**src/rtl/tgi_pkg.sv**
```systemverilog
// ============================================================================
// tgi_pkg: shared types for the trilinear grid interpolator
// Controller states, command and status bundles, register indexes.
// ============================================================================
`default_nettype none
package tgi_pkg;
   localparam int unsigned AddrWidth = 15;
   localparam int unsigned Depth     = 32768;
   localparam int unsigned NumQty    = 6;

   typedef enum logic [2:0] {
      CSR_X_ORG = 3'd0, CSR_Y_ORG = 3'd1, CSR_Z_ORG = 3'd2,
      CSR_X_INV = 3'd3, CSR_Y_INV = 3'd4, CSR_Z_INV = 3'd5
   } csr_index_type;

   typedef enum logic [6:0] {
      ST_IDLE = 7'b0000001,
      ST_MAP  = 7'b0000010,
      ST_CHK  = 7'b0000100,
      ST_READ = 7'b0001000,
      ST_ZLRP = 7'b0010000,
      ST_YXLR = 7'b0100000,
      ST_OUT  = 7'b1000000
   } state_type;

   typedef struct packed {
      logic       capture;   // latch request
      logic       write;     // store load cell
      logic       map;       // run axis products
      logic       check;     // compute range and base address
      logic       rd_en;     // issue corner read
      logic [2:0] corner;    // corner being read
      logic       lerp_z;    // capture one z blend
      logic [1:0] zsel;      // which z pair
      logic       lerp_y;    // y blend stage
      logic       rsp_load;  // load result register
   } cmd_type;

   typedef struct packed {
      logic is_query;
      logic in_range;
   } status_type;
endpackage
`default_nettype wire

```
**src/rtl/tgi_controller.sv**
```systemverilog
// ============================================================================
// tgi_controller: sequencer for loads and queries
// Steps each request through mapping, corner reads and blending.
// ============================================================================
`default_nettype none
module tgi_controller import tgi_pkg::*; (
   input  wire logic       clock,
   input  wire logic       reset,
   input  wire logic       req_valid,
   output logic            req_ready,
   output logic            rsp_valid,
   input  wire logic       rsp_ready,
   input  wire status_type status,
   output cmd_type         cmd
);
   state_type  state_ff, state_in;
   logic [3:0] cnt_ff, cnt_in;
   logic       rv_ff, rv_in;

   assign req_ready = (state_ff == ST_IDLE);
   assign rsp_valid = rv_ff;

   always_comb begin
      state_in = state_ff;
      cnt_in   = cnt_ff;
      rv_in    = rv_ff && !rsp_ready;
      cmd      = '0;
      case (state_ff)
         ST_IDLE: begin
            if (req_valid) begin
               cmd.capture = 1'b1;
               state_in    = ST_MAP;
            end
         end
         ST_MAP: begin
            if (!status.is_query) begin
               cmd.write = 1'b1;
               state_in  = ST_IDLE;
            end else begin
               cmd.map  = 1'b1;
               state_in = ST_CHK;
            end
         end
         ST_CHK: begin
            cmd.check = 1'b1;
            cnt_in    = 4'd0;
            state_in  = ST_READ;
         end
         ST_READ: begin
            // reads issue for counts 0..7, each blend follows in the cycle after its read
            if (cnt_ff < 4'd8) begin
               cmd.rd_en  = 1'b1;
               cmd.corner = cnt_ff[2:0];
            end
            if (cnt_ff != 4'd0) begin
               cmd.lerp_z = 1'b1;
               cmd.zsel   = 2'(({1'b0, cnt_ff} - 5'd1) >> 1);
            end
            cnt_in = cnt_ff + 4'd1;
            if (cnt_ff == 4'd8) state_in = ST_ZLRP;
         end
         ST_ZLRP: begin
            cmd.lerp_y = 1'b1;
            state_in   = ST_YXLR;
         end
         ST_YXLR: begin
            if (!rv_ff || rsp_ready) begin
               cmd.rsp_load = 1'b1;
               rv_in        = 1'b1;
               state_in     = ST_IDLE;
            end
         end
         ST_OUT:  state_in = ST_IDLE;
         default: state_in = ST_IDLE;
      endcase
   end

   always_ff @(posedge clock) begin
      if (reset) begin
         state_ff <= ST_IDLE;
         cnt_ff   <= 4'd0;
         rv_ff    <= 1'b0;
      end else begin
         state_ff <= state_in;
         cnt_ff   <= cnt_in;
         rv_ff    <= rv_in;
      end
   end
endmodule
`default_nettype wire

```
**config.mk**
```make
export PLATFORM = sky130hd
export DESIGN_NAME = tgi_controller
export DESIGN_NICKNAME = d
export VERILOG_FILES = /design/src/rtl/tgi_pkg.sv /design/src/rtl/tgi_controller.sv
export SDC_FILE = /design/constraint.sdc
export NUM_CORES = 1
export LEC_CHECK = 0
export BUFFER_PORTS_ARGS = -buffer_cell sky130_fd_sc_hd__clkbuf_2
export CAP_MARGIN = 30
export CELL_PAD_IN_SITES_DETAIL_PLACEMENT = 1
export CELL_PAD_IN_SITES_GLOBAL_PLACEMENT = 2
export CORE_ASPECT_RATIO = 1.2
export CORE_MARGIN = 2
export CORE_UTILIZATION = 27
export DETAILED_ROUTE_END_ITERATION = 6
export PLACE_DENSITY_LB_ADDON = 0.1
export SYNTH_ARGS = -nofsm -noshare
export SYNTH_HDL_FRONTEND = slang
export SYNTH_SLANG_ARGS = --single-unit
```
**constraint.sdc**
```tcl
create_clock -name clock -period 2.2 [get_ports clock]
set_input_delay 0.44 -clock clock [delete_from_list [all_inputs] [get_ports clock]]
set_output_delay 0.44 -clock clock [all_outputs]
set_load 0.02 [all_outputs]
```
# Word level (Yosys, flattened, before mapping)
# Index checks and enable logic that the tools add are counted.
# word_totals
wordCells	43
in_bits	6
register_bits	12
output_inout_bits	15
# op_classes
reduce_logical	7
order_cmp	1
n_mux	20
addsub	2
n_eq_ne	10
# op_table
cell	count
7-bit case mux with 6 select lines	1
7-bit two-way mux	4
1-bit two-way mux	10
4-bit case mux with 2 select lines	1
7-bit by 1-bit == test with 1-bit output (second input constant)	1
7-bit by 2-bit == test with 1-bit output (second input constant)	1
7-bit by 3-bit == test with 1-bit output (second input constant)	1
7-bit by 4-bit == test with 1-bit output (second input constant)	1
7-bit by 5-bit == test with 1-bit output (second input constant)	1
7-bit by 6-bit == test with 1-bit output (second input constant)	1
3-bit two-way mux	2
2-bit inequality test (second input constant)	3
4-bit by 1-bit adder with 4-bit output (second input constant)	1
4-bit == test (second input constant)	1
4-bit < comparator (second input constant)	1
4-bit two-way mux	1
4-bit nonzero test	1
3-bit AND reduction	1
3-bit by 1-bit subtractor with 3-bit output (second input constant)	1
1-bit logical NOT	2
2-bit two-way mux	1
2-bit nonzero test	1
1-bit logical AND	1
1-bit logical OR	1

# Logic depth before layout (Yosys ltp)
# logic_depth
word_depth	4
depth_mapped	5
mapped_depth_nobuf	5

# Least setup slack after synthesis
# Ideal clock, no wire load.
# synth_path
path_type	reg-to-output
from	register state_ff[4]
to	output cmd[2] (netlist name)
stages_incl_launch_ff	6
n_path_buf	1
slack_ns	-0.045
t_required_ns	1.760
t_arrival_ns	1.805
cell_sequence	dfxtp_1 buf_6 nor4_2 nand2_4 nor2_1 o21a_1
# synth_rtl
element	line_no	rtl
from (decl)	tgi_controller.sv:16	state_type state_ff, state_in;
from (signal assigned)	tgi_controller.sv:84	state_ff <= state_in;
to (decl)	tgi_controller.sv:14	output cmd_type cmd

==> metrics.yaml <==
run_status:
  status: "finished clean"
placed_design:
  dp_cells: 144
  routabilityCongestion: 0.718
  dpl.hpwl_mm: 1.48
  io_buffers: 19
  dp_slack_ns: 0.236
  post_dp_cell_area_sq_um: 881
timing:
  grt_setup_unrepaired: "yes"
  hold_viol: 0
  slew_headroom_pct: 73.5
  setup_viol: 0
  maxSlewViolCount: 0
  tns_ns: 0
  skew_ns: 0.00125
  fin_crit_sh_pct: 95.9
  setup_slack_ns: 0.0909
  tightest_slew_ns: 0.397
  fin_crit_ns: 2.11
  clock.fmax_ghz: 0.474
logic_synthesis:
  syn_nets: 103
  ys_warn_count: 0
  ys_ff_latch: 11
  seq_area_frac_synth_pct: 29.9
  synth_commonest_cells: "11 x dfxtp_1, 8 x nand3_1, 8 x nor2_1, 8 x nor3_1, 7 x nand2_1"
  synth_area_sq_um: 737
  synth.avg_cell_area_sq_um: 7.84
  synthCells: 94
  async_flop_share_pct: 0
  synthFlopType: "dfxtp_1"
  synthTopCellsByArea: "dfxtp_1 30%, nand3_1 5.4%, nor3_1 5.4%"
  ys_types: 37
  synth_top_cell_area_share_pct: 29.9
  yosysMostFrequentCell: "dfxtp_1"
  synth_edf_count: 0
  synth_top_cell_by_area: "dfxtp_1"
pwr:
  power_density_nw_per_um2: 948
  peakVddDrop_mv: 0.590
  power_leakage_nw: 0.432
global_route:
  antenna_found_initial: 0
  grt_overflow: 0
  grt_max_degree: 13
  grtUsageTotal_pct: 14.8
  grt_pass1_vias: 724
  grt_pass1_wl_mm: 3.37
setup_path:
  crit_path_cell_trace: "or4b_4, nor3_2, and2_1, clkbuf_2"
  worstRegToRegCells: 4
  cp-start-kind: "flip-flop"
  crit_cells: 4
  arrival_ns: 1.67
  worstSetupEndpointType: "output pin"
  crit_type: "reg2out"
  crit_slowest_cell: "or4b_4"
  critPathTopFamily: "simple AND/OR/NAND/NOR gates"
  critPathMaxStageDelay_ns: 0.50
  r2r-end: "state_ff[3]"
  rrSetupSlack_ns: 0.45
  worstPathBufferInverterCount: 1
  path_max_fanout: 6
  cp_data_required_time_ns: 1.76
  r2r-start: "state_ff[0]"
drt:
  remaining_drc_errors: 0
  wl_per_cell_um: 13.3
  drt-initial-drc-count: 15
  vias: 774
  dr.pass1.iters: 4
  routed_wirelength_mm: 2.01
  via_per_inst: 5.13
  final_antenna_net_count: 0
floorplan:
  die_w_um: 51.7
  core_sq_um: 2580
  initial_core_util_pct: 28.6
  die_h_um: 61.2
  io_pins: 21
  die_area_sq_um: 3160
  fp-row-count: 20
final_layout:
  n_antenna_cell: 0
  stdcell_count: 151
  post-route-util_pct: 36.9
  seqCellArea_sq_um: 223
  syn_to_final_growth_pct: 29.0
  num-nets-final: 128
  design_area_sq_um: 951
  layout-drive-gt1-share_pct: 35.6
  multiInputGateArea_sq_um: 494
  fillers: 330
clock_tree:
  numCtsBuffers: 3
  clock_latency_ns: 0.27
  root_buffer: "clkbuf_4"
  clk_pin_slew_ns: 0.07
  cts_hold_buf: 0
  cts_buffer_depth: 2
  cts.sinks: 11
  cts_tree: "yes"
  cts_htree_levels: 1
hold_path:
  worstHoldPathType: "in2reg"
  hold_path_end: "state_ff[2]"
  hold_depth: 3
  hold_start: "status[1]"
flow_run:
  drv_cap: 0
[per-stage QoR]
step / hold slack (ns) / total power [mW]
floorplan: 0.491 / 0.580
global placement: 0.484 / 0.704
detailed placement: 0.491 / 0.705
CTS: 0.432 / 0.863
global route: 0.470 / 0.971
finish: 0.440 / 0.902
[layout by cell type (no fill, tap or decap), types with 2 or more instances in the layout]
master    Yosys  final
nand3_1       8      8
ha_1          3      3
dfxtp_2       0      2
dfxtp_1      11      9
clkbuf_2      0     19
a21oi_1       5      5
and2_1        3      3
buf_4         0      7
nor2b_1       3      3
clkbuf_4      0      3
o21ai_0       2      2
inv_1         5      5
nor2_1        8      7
nand2_1       7      7
a31oi_1       2      2
nor3_1        8      7
[final cells by class]
class                   count  share of cell area, %
multi-input cells          72                   52.0
well taps                  33                   4.34
clock buffers               4                   2.76
flip-flops and latches     11                   23.4
inverters                   5                   1.97
repair buffers             26                   15.5
[layer usage]
| metal | vias up | track usage (%) | part of all wire (%) |
|---|---|---|---|
| met2 | 18 | 25.3 | 51 |
| met5 | - | 0 | 0 |
| met3 | 5 | 2.91 | 4.0 |
| met1 | 368 | 17.1 | 43 |
| met4 | 0 | 9.02 | 2.2 |
| li1 | 383 | - | - |
[how the worst max path moves through the flow]
stage / start / to
2_1_floorplan: state_ff[1] / cmd[12]
3_3_place_gp: state_ff[0] / cmd[12]
3_5_place_dp: state_ff[0] / cmd[12]
4_1_cts: state_ff[4] / cmd[2]
5_1_grt: state_ff[1] / cmd[2]
6_report: state_ff[0] / cmd[12]
[where the power goes]
group / internal, mW / leakage, nW / switching, mW
registers: 0.234 / 0.0895 / 0.0538
clock network: 0.0704 / 0.0150 / 0.0743
logic: 0.228 / 0.327 / 0.241
[state kept, by name, summed over array words and instances (netlist names)]
name,cells
state_ff,6
cnt_ff,4
rsp_valid,1
[kinds of logic after synthesis]
kind of cell / Yosys count / synth area share (%)
buf+inv: 11 / 6.79
xor+xnor: 2 / 2.38
flops: 11 / 29.9
fa+ha+maj: 3 / 5.09
simple gates: 51 / 40.2
compound gates: 16 / 15.6
[repair_timing]
item | CTS | global route
setup endpoints to repair | 2 | 3
pin swaps | 0 | 1
resized for setup | 3 | 3
buffers inserted | 0 | 3
[tightest hold or removal path, stage by stage]
cell	delay, ns
clkbuf_2	0.09
inv_1	0.08
nor4_1	0.06
Note: power is estimated with default switching activity, not from simulation.
